===== src/image_plane_orientation_macros.svh =====
// Assertion macros shared by the image plane orientation RTL.
`ifndef IMAGE_PLANE_ORIENTATION_MACROS_SVH
`define IMAGE_PLANE_ORIENTATION_MACROS_SVH

// Consequent must hold in the same cycle as the antecedent.
`define IPO_ASSERT_NOW(lbl, ante, cons) \
	lbl: assert property (@(posedge clk) disable iff (!arst_n) (ante) |-> (cons)) \
		else $error("image plane orientation check failed");

// Consequent must hold in the cycle after the antecedent.
`define IPO_ASSERT_NEXT(lbl, ante, cons) \
	lbl: assert property (@(posedge clk) disable iff (!arst_n) (ante) |=> (cons)) \
		else $error("image plane orientation check failed");

`endif


===== src/iporient_pkg.sv =====
// Shared constants, types and codes of the image plane orientation block.
package iporient_pkg;

	localparam int MAX_WIDTH   = 64;
	localparam int MAX_HEIGHT  = 64;
	localparam int MAX_SIDE    = (MAX_WIDTH > MAX_HEIGHT) ? MAX_WIDTH : MAX_HEIGHT;
	localparam int STORE_DEPTH = MAX_WIDTH * MAX_HEIGHT;
	localparam int ADDR_W      = $clog2(STORE_DEPTH);
	localparam int LC_W        = $clog2(STORE_DEPTH + 1);
	localparam int POS_W       = $clog2(MAX_SIDE);
	localparam int DIM_W       = 7;
	localparam int MODE_W      = 3;
	localparam int PIX_W       = 8;
	localparam int REG_IDX_W   = 2;

	typedef enum logic [MODE_W-1:0] {
		MODE_NONE   = 3'd0,
		MODE_ROT90  = 3'd1,
		MODE_ROT180 = 3'd2,
		MODE_ROT270 = 3'd3,
		MODE_MIRH   = 3'd4,
		MODE_MIRV   = 3'd5
	} mode_t;

	localparam logic CMD_WRITE = 1'b0;
	localparam logic CMD_READ  = 1'b1;

	localparam logic [REG_IDX_W-1:0] REG_WIDTH  = 2'd0;
	localparam logic [REG_IDX_W-1:0] REG_HEIGHT = 2'd1;
	localparam logic [REG_IDX_W-1:0] REG_MODE   = 2'd2;

	typedef struct packed {
		logic              wr_en;
		logic              rd_en;
		logic [ADDR_W-1:0] addr;
		logic [PIX_W-1:0]  wdata;
		logic              result;
		logic              last;
		logic              not_ready;
	} req_t;

endpackage


===== src/iporient_ctrl.sv =====
// Configuration registers, load counter, output scan position and address generation.
module iporient_ctrl (
	input  logic                                   clk,
	input  logic                                   arst_n,
	input  logic                                   cfg_valid,
	output logic                                   cfg_ready,
	input  logic [iporient_pkg::REG_IDX_W-1:0]     cfg_index,
	input  logic [iporient_pkg::DIM_W-1:0]         cfg_data,
	input  logic                                   acc,
	input  logic                                   cmd,
	input  logic [iporient_pkg::PIX_W-1:0]         pixel_in,
	output iporient_pkg::req_t                     req
);

	localparam int DW = iporient_pkg::DIM_W;

	logic [DW-1:0]                       plane_width_q;
	logic [DW-1:0]                       plane_height_q;
	logic [iporient_pkg::MODE_W-1:0]     transform_mode_q;
	logic [iporient_pkg::LC_W-1:0]       load_count_q;
	logic [iporient_pkg::POS_W-1:0]      out_col_q;
	logic [iporient_pkg::POS_W-1:0]      out_row_q;
	logic                                plane_loaded_q;

	logic [DW-1:0]                       w_eff, h_eff, ow, oh, x, y, sx, sy;
	logic [2*DW-1:0]                     total_full, addr_full;
	logic [iporient_pkg::LC_W-1:0]       total, lc_next;
	logic                                room, is_last, row_end;
	iporient_pkg::mode_t                 mode;

	assign cfg_ready = 1'b1;

	always_comb begin
		if (plane_width_q == '0) begin
			w_eff = DW'(1);
		end else if (plane_width_q > DW'(iporient_pkg::MAX_WIDTH)) begin
			w_eff = DW'(iporient_pkg::MAX_WIDTH);
		end else begin
			w_eff = plane_width_q;
		end
		if (plane_height_q == '0) begin
			h_eff = DW'(1);
		end else if (plane_height_q > DW'(iporient_pkg::MAX_HEIGHT)) begin
			h_eff = DW'(iporient_pkg::MAX_HEIGHT);
		end else begin
			h_eff = plane_height_q;
		end
		if (transform_mode_q > iporient_pkg::MODE_W'(iporient_pkg::MODE_MIRV)) begin
			mode = iporient_pkg::MODE_NONE;
		end else begin
			mode = iporient_pkg::mode_t'(transform_mode_q);
		end
	end

	assign total_full = (2*DW)'(w_eff) * (2*DW)'(h_eff);
	assign total      = total_full[iporient_pkg::LC_W-1:0];
	assign room       = load_count_q < total;
	assign lc_next    = room ? load_count_q + 1'b1 : load_count_q;

	always_comb begin
		if (mode == iporient_pkg::MODE_ROT90 || mode == iporient_pkg::MODE_ROT270) begin
			ow = h_eff;
			oh = w_eff;
		end else begin
			ow = w_eff;
			oh = h_eff;
		end
		x = (DW'(out_col_q) < ow) ? DW'(out_col_q) : ow - 1'b1;
		y = (DW'(out_row_q) < oh) ? DW'(out_row_q) : oh - 1'b1;
		unique case (mode)
			iporient_pkg::MODE_ROT90: begin
				sx = w_eff - 1'b1 - y;
				sy = x;
			end
			iporient_pkg::MODE_ROT180: begin
				sx = w_eff - 1'b1 - x;
				sy = h_eff - 1'b1 - y;
			end
			iporient_pkg::MODE_ROT270: begin
				sx = y;
				sy = h_eff - 1'b1 - x;
			end
			iporient_pkg::MODE_MIRH: begin
				sx = w_eff - 1'b1 - x;
				sy = y;
			end
			iporient_pkg::MODE_MIRV: begin
				sx = x;
				sy = h_eff - 1'b1 - y;
			end
			default: begin
				sx = x;
				sy = y;
			end
		endcase
	end

	assign addr_full = (2*DW)'(sy) * (2*DW)'(w_eff) + (2*DW)'(sx);
	assign row_end   = (x == ow - 1'b1);
	assign is_last   = row_end && (y == oh - 1'b1);

	always_comb begin
		req           = '0;
		req.wdata     = pixel_in;
		if (cmd == iporient_pkg::CMD_WRITE) begin
			req.addr  = load_count_q[iporient_pkg::ADDR_W-1:0];
			req.wr_en = acc && !plane_loaded_q && room;
		end else begin
			req.addr      = addr_full[iporient_pkg::ADDR_W-1:0];
			req.result    = 1'b1;
			req.not_ready = !plane_loaded_q;
			req.rd_en     = acc && plane_loaded_q;
			req.last      = plane_loaded_q && is_last;
		end
	end

	always_ff @(posedge clk or negedge arst_n) begin
		if (!arst_n) begin
			plane_width_q    <= DW'(64);
			plane_height_q   <= DW'(64);
			transform_mode_q <= iporient_pkg::MODE_W'(iporient_pkg::MODE_NONE);
			load_count_q     <= '0;
			out_col_q        <= '0;
			out_row_q        <= '0;
			plane_loaded_q   <= 1'b0;
		end else begin
			if (cfg_valid && cfg_ready) begin
				unique case (cfg_index)
					iporient_pkg::REG_WIDTH:  plane_width_q    <= cfg_data;
					iporient_pkg::REG_HEIGHT: plane_height_q   <= cfg_data;
					iporient_pkg::REG_MODE:   transform_mode_q <= cfg_data[iporient_pkg::MODE_W-1:0];
					default: ;
				endcase
			end
			if (acc && !plane_loaded_q && cmd == iporient_pkg::CMD_WRITE) begin
				load_count_q   <= lc_next;
				plane_loaded_q <= (lc_next >= total);
			end
			if (acc && plane_loaded_q && cmd == iporient_pkg::CMD_READ) begin
				if (is_last) begin
					out_col_q      <= '0;
					out_row_q      <= '0;
					load_count_q   <= '0;
					plane_loaded_q <= 1'b0;
				end else if (row_end) begin
					out_col_q <= '0;
					out_row_q <= iporient_pkg::POS_W'(y + 1'b1);
				end else begin
					out_col_q <= iporient_pkg::POS_W'(x + 1'b1);
					out_row_q <= iporient_pkg::POS_W'(y);
				end
			end
		end
	end

endmodule


===== config.mk =====
export PLATFORM = sky130hd
export DESIGN_NAME = iporient_ctrl
export DESIGN_NICKNAME = d
export VERILOG_FILES = /design/src/image_plane_orientation_macros.svh /design/src/iporient_pkg.sv /design/src/iporient_ctrl.sv
export SDC_FILE = /design/constraint.sdc
export NUM_CORES = 1
export LEC_CHECK = 0
export BUFFER_PORTS_ARGS = -buffer_cell sky130_fd_sc_hd__buf_2
export CAP_MARGIN = 40
export CORE_MARGIN = 1
export CORE_UTILIZATION = 45
export DETAILED_ROUTE_END_ITERATION = 8
export PLACE_DENSITY = 0.7
export REMOVE_ABC_BUFFERS = 1
export SLEW_MARGIN = 20
export SYNTH_ARGS = -nofsm -noshare
export SYNTH_HDL_FRONTEND = slang
export SYNTH_SLANG_ARGS = --single-unit

===== constraint.sdc =====
create_clock -name clk -period 10 [get_ports clk]
set_clock_uncertainty 0.2 [all_clocks]
set_input_delay 1 -clock clk [delete_from_list [all_inputs] [get_ports clk]]
set_output_delay 1 -clock clk [all_outputs]
set_load 0.02 [all_outputs]

==> results of run 1 <==
-- cell type report --
cell class / instances / area share [%]
Multi-Input combinational cell: 940 / 73.4
Clock buffer: 6 / 1.21
Inverter: 101 / 3.57
Clock inverter: 2 / 0.118
Timing Repair Buffer: 120 / 8.43
Tap cell: 265 / 3.12
Sequential cell: 43 / 10.2
-- metal layers --
| metal | vias up | part of all wire, % |
|---|---|---|
| met1 | 4186 | 42 |
| met3 | 85 | 6.3 |
| met5 | - | 0 |
| li1 | 4152 | - |
| met2 | 350 | 47 |
| met4 | 0 | 3.9 |
-- worst register-to-register path, delay by kind of cell, from the launching register on --
| family | cells | cell delay, ns |
|---|---|---|
| AND/OR/NAND/NOR | 4 | 0.94 |
| buffers and inverters | 3 | 0.15 |
| XOR/XNOR | 1 | 0.18 |
| AO/OA/AOI/OAI | 16 | 3.76 |
| flip-flops | 1 | 0.46 |
| adder cells (fa/ha/maj) | 8 | 3.38 |
-- stage by stage --
stage               setup WS [ns]  setup TNS [ns]
global placement            0.239               0
finish                      0.218               0
global route               -0.107          -0.153
floorplan                  -0.301          -0.378
detailed placement          0.144               0
CTS                       0.00716               0
-- cell families after synthesis --
kind of cell             after synthesis  share of synthesized area, %
other                                  1                        0.0409
AND/OR/NAND/NOR                      404                          21.9
flip-flops                            43                          11.8
multiplexers                          56                          6.61
adder cells (fa/ha/maj)              163                          26.7
AO/OA/AOI/OAI                        259                          19.6
XOR/XNOR                              57                          5.97
buffers and inverters                163                          7.38
-- registers in the layout, summed over array words and instances (netlist names) --
signal / count
plane_width_q: 7
plane_loaded_q: 1
transform_mode_q: 3
out_col_q: 6
out_row_q: 6
load_count_q: 13
plane_height_q: 7
-- layout by cell type (no fill, tap or decap), drive strengths merged, types with 4 or more instances in the layout --
cell type	n
a211oi	13
a21boi	5
a21o	8
a21oi	55
a31oi	10
and2	7
and3	10
buf	120
clkbuf	6
dfrtp	41
fa	55
ha	107
inv	101
mux2	28
mux2i	28
nand2	96
nand2b	19
nand3	32
nand3b	4
nand4	14
nor2	121
nor2b	19
nor3	25
nor3b	10
nor4	8
o2111ai	4
o211a	5
o211ai	14
o21a	12
o21ai	69
o22ai	4
o31ai	18
or2	13
or3	9
or4	8
xnor2	36
xor2	18
-- path summary, 6_finish.rpt --
path,from,to,slack (ns)
min in group asynchronous,arst_n,out_row_q[5],0.43
hold reg to reg,out_col_q[2],out_col_q[2],0.37
setup / recovery,transform_mode_q[2],req[22],0.22
setup reg to reg,plane_width_q[2],plane_loaded_q,0.79
max in group asynchronous,arst_n,plane_width_q[6],8.59
hold / removal,out_col_q[2],out_col_q[2],0.37
-- what timing repair did --
action,CTS,global route
setup buffers,5,19
gates resized for setup,12,86
pin swaps,4,38
endpoints found under the setup margin,2,4
==> flow_metrics.py, run 1 <==
metrics = {
    "yosys": {
        "yosysMostFrequentCell": "nor2_1",
        "ys_seq_area_share_pct": 11.8,
        "synth-seq-cells": 43,
        "yosys-top-cells-area": "ha_1, fa_1, dfrtp_1",
        "synthCells": 1146,
        "synth_edf_count": 0,
        "yosys.area.top_type": "ha_1",
        "yosysWarnings": 0,
        "synth_top_area_share_pct": 14.6,
        "synthDistinctLibCells": 92,
        "synth_flop_cell": "dfrtp_1",
        "netlist_top_cells_count": "nor2_1, ha_1, inv_1",
        "syn-cell-area_um2": 9180,
        "syn_avg_cell_area_um2": 8.01,
        "async_reset_ff_share_pct": 100,
    },
    "global_routing": {
        "use_met2_pct": 47.0,
        "antenna_found_initial": 0,
        "overflow": 0,
        "grt_usage_pct": 26.9,
        "busiest_layer": "met2",
        "grt_pass1_wl_mm": 43.6,
        "grt_pass1_vias": 8512,
        "grt_max_degree": 30,
        "met3_usage_pct": 3.85,
        "use_met1_pct": 33.8,
    },
    "worst_setup_path": {
        "critical_path_arrival_ns": 8.58,
        "crit_path_end_kind": "output pin",
        "worstPathMaxFanout": 7,
        "cp_slowest_cell": "fa_1",
        "cp_common_cell": "fa_1",
        "path_depth": 36,
        "cp.required_ns": 8.80,
        "start_kind": "flop",
        "critPathBufInv": 6,
        "path_class": "flop to output pin",
        "rr_worst_depth": 32,
        "crit_family": "adder cells",
        "slowest_delay_ns": 0.55,
    },
    "final_layout": {
        "layout-drive-gt1-share_pct": 22.1,
        "finalCoreUtilization_pct": 53.8,
        "finalNetCount": 1395,
        "design_area_um2": 10600,
        "instances_no_fill": 1477,
        "nFillCells": 1811,
        "regArea_um2": 1080,
        "multi_input_area_um2": 7780,
        "antenna_cells": 0,
        "syn2layout_area_growth_pct": 15.6,
    },
    "floorplan": {
        "io_pins": 48,
        "row_count": 51,
        "fp.coreArea_um2": 19700,
        "start_util_pct": 46.5,
        "dieArea_um2": 21000,
        "die_h_um": 145,
        "die_w_um": 145,
    },
    "sta": {
        "finalSetupViolations": 0,
        "tightest_slew_ns": 0.891,
        "max_freq_ghz": 0.102,
        "fin_crit_ns": 9.78,
        "relSlewSlack_pct": 40.5,
        "hold_viol": 0,
        "slew_violations": 0,
        "hold_slack_ns": 0.374,
        "min_period_over_period_pct": 97.8,
    },
    "clocking": {
        "cts_sinks": 43,
        "postCtsHoldBufs": 0,
        "path_clk_slew_ns": 0.07,
        "cts_tree": "built",
        "cts-root-buf": "clkbuf_16",
        "cts.path.max_buffers": 2,
        "htreeDepth": 2,
        "numCtsBuffers": 5,
        "clock_latency_ns": 0.31,
    },
    "worst_hold_path": {
        "hold_depth": 2,
        "hp-class": "flop to flop",
    },
    "route": {
        "initialDrtViolationCount": 592,
        "dr.pass1.iters": 5,
        "route.detailed.drc": 0,
        "vias_per_cell": 5.94,
        "wl_per_cell_um": 18.6,
        "antenna_left": 0,
        "drt_wl_total_mm": 27.4,
        "via_count": 8773,
    },
    "placement": {
        "placed_cells": 1445,
        "dp_hpwl_mm": 21.2,
        "dpl_cell_area_um2": 9880,
        "numPortBuffers": 30,
        "gp_congestion": 0.977,
    },
    "run_status": {
        "status": "completed",
    },
    "job": {
        "drv_cap": 0,
    },
}
Power of run 1 is left out: the tool's default activity adds up to more than one toggle a clock period on the data nets, which glitch-free logic cannot reach.
==> run 2, diff against run 1 <==
Settings changed: BUFFER_PORTS_ARGS -buffer_cell sky130_fd_sc_hd__buf_2 to default, CORE_MARGIN 1 to 2, DONT_BUFFER_PORTS from default to 1, PLACE_DENSITY 0.7 to default, PLACE_DENSITY_LB_ADDON from default to 0.1.
==> flow_metrics.py, run 2 (same netlist as run 1, synthesis figures left out) <==
metrics = {
    "run_status": {
        "status": "completed",
    },
    "global_routing": {
        "antenna_found_initial": 0,
        "grt_pass1_vias": 8338,
        "grt_max_degree": 44,
        "use_met1_pct": 36.7,
        "busiest_layer": "met2",
        "met3_usage_pct": 3.85,
        "overflow": 0,
        "grt_pass1_wl_mm": 46.3,
        "grt_usage_pct": 27.2,
        "use_met2_pct": 45.4,
    },
    "clocking": {
        "cts_tree": "built",
        "cts_sinks": 43,
        "cts-root-buf": "clkbuf_16",
        "htreeDepth": 2,
        "path_clk_slew_ns": 0.08,
        "postCtsHoldBufs": 0,
        "clock_latency_ns": 0.31,
        "numCtsBuffers": 5,
        "cts.path.max_buffers": 2,
    },
    "job": {
        "drv_cap": 0,
    },
    "sta": {
        "max_freq_ghz": 0.103,
        "slew_violations": 0,
        "tightest_slew_ns": 0.889,
        "hold_viol": 0,
        "fin_crit_ns": 9.67,
        "hold_slack_ns": 0.177,
        "finalSetupViolations": 0,
        "relSlewSlack_pct": 40.2,
        "min_period_over_period_pct": 96.7,
        "rsz0062_at_grt": "true",
    },
    "route": {
        "vias_per_cell": 5.84,
        "drt_wl_total_mm": 28.6,
        "wl_per_cell_um": 19.7,
        "via_count": 8482,
        "dr.pass1.iters": 5,
        "antenna_left": 0,
        "initialDrtViolationCount": 553,
        "route.detailed.drc": 0,
    },
    "final_layout": {
        "antenna_cells": 0,
        "finalNetCount": 1365,
        "final_common_cell": "nor2_1",
        "layout_common_cells": "nor2_1, inv_1, ha_1",
        "largest_reg_flops": 13,
        "top_regs": "load_count_q (13), plane_height_q (7), plane_width_q (7)",
        "layout-drive-gt1-share_pct": 19.1,
        "syn2layout_area_growth_pct": 12.6,
        "regMostFlops": "load_count_q",
        "nFillCells": 1951,
        "multi_input_area_um2": 7710,
        "regArea_um2": 1080,
    },
    "floorplan": {
        "fp.coreArea_um2": 20100,
        "start_util_pct": 45.6,
        "dieArea_um2": 21600,
        "io_pins": 48,
        "die_w_um": 147,
        "row_count": 52,
        "die_h_um": 147,
    },
    "placement": {
        "gp_congestion": 0.955,
        "numPortBuffers": 0,
        "dp_hpwl_mm": 22.5,
    },
    "worst_setup_path": {
        "cp_slowest_cell": "fa_1",
        "cp.required_ns": 8.80,
        "rr_worst_depth": 32,
        "worstPathMaxFanout": 5,
        "r2r_start": "plane_width_q[3]",
        "path_class": "flop to output pin",
        "start_kind": "flop",
        "slowest_delay_ns": 0.53,
        "crit_path_end_kind": "output pin",
        "critical_path_arrival_ns": 8.47,
        "r2r_end": "plane_loaded_q",
        "regToRegSetupSlack_ns": 0.96,
    },
    "worst_hold_path": {
        "hp-class": "primary input to asynchronous set/reset pin",
    },
}
==> run 2: changes by cell type in the layout (fill, tap and decap cells not counted), sizes merged <==
cell,previous run,this run
buf,120,89
clkinv,1,2
==> run 2: what timing repair did <==
item	in CTS	in global routing
setup buffers	0	19
gates resized for setup	10	68
pin swaps	3	30
endpoints found under the setup margin	2	5
==> run 2: how the worst max path moves through the flow <==
| stage | slack, ns | cells past startpoint | endpoint | start |
|---|---|---|---|---|
| 2_1_floorplan | -0.30 | 37 | req[22] | transform_mode_q[2] |
| 3_3_place_gp | 0.10 | 37 | req[22] | plane_width_q[6] |
| 5_1_grt | -0.10 | 38 | req[22] | transform_mode_q[2] |
| 6_report | 0.33 | 38 | req[22] | transform_mode_q[2] |
| 4_1_cts | 0.0009 | 38 | req[22] | transform_mode_q[2] |
| 3_5_place_dp | 0.09 | 37 | req[22] | plane_width_q[6] |
==> run 2: through the flow <==
step / setup WS, ns / util [%] / setup TNS [ns] / instance area, um^2 / std cells
2_1_floorplan: -0.301 / - / -0.378 / 8880 / 1084
3_3_place_gp: 0.105 / 48.5 / 0 / 9740 / 1424
3_5_place_dp: 0.0941 / 48.5 / 0 / 9750 / 1425
4_1_cts: 0.000930 / 49.4 / 0 / 9930 / 1433
5_1_grt: -0.104 / 51.4 / -0.104 / 10300 / 1452
6_report: 0.329 / 51.4 / 0 / 10300 / 1452
==> run 2: layout make-up <==
type | count | area share (%)
Clock buffer | 5 | 1.21
Clock inverter | 3 | 0.242
Inverter | 101 | 3.67
Multi-Input combinational cell | 940 | 74.6
Sequential cell | 43 | 10.4
Tap cell | 270 | 3.27
Timing Repair Buffer | 90 | 6.56
==> run 2: worst max-delay path, delay by kind of cell (launching register included) <==
kind | cells | cell delay, ns
XOR/XNOR | 1 | 0.15
flip-flops | 1 | 0.41
buffers and inverters | 6 | 0.53
AND/OR/NAND/NOR | 10 | 1.45
adder cells (fa/ha/maj) | 8 | 3.11
AO/OA/AOI/OAI | 12 | 2.29
multiplexers | 1 | 0.24
==> run 2: routing by layer <==
metal / part of all wire, % / routed length [um] / vias to the layer above
met5: 0 / 0 / -
met1: 45 / 12700 / 4087
met2: 47 / 13400 / 237
li1: - / - / 4103
met4: 3.4 / 966 / 0
met3: 5.1 / 1470 / 55
Power of run 2 is left out for the same reason.
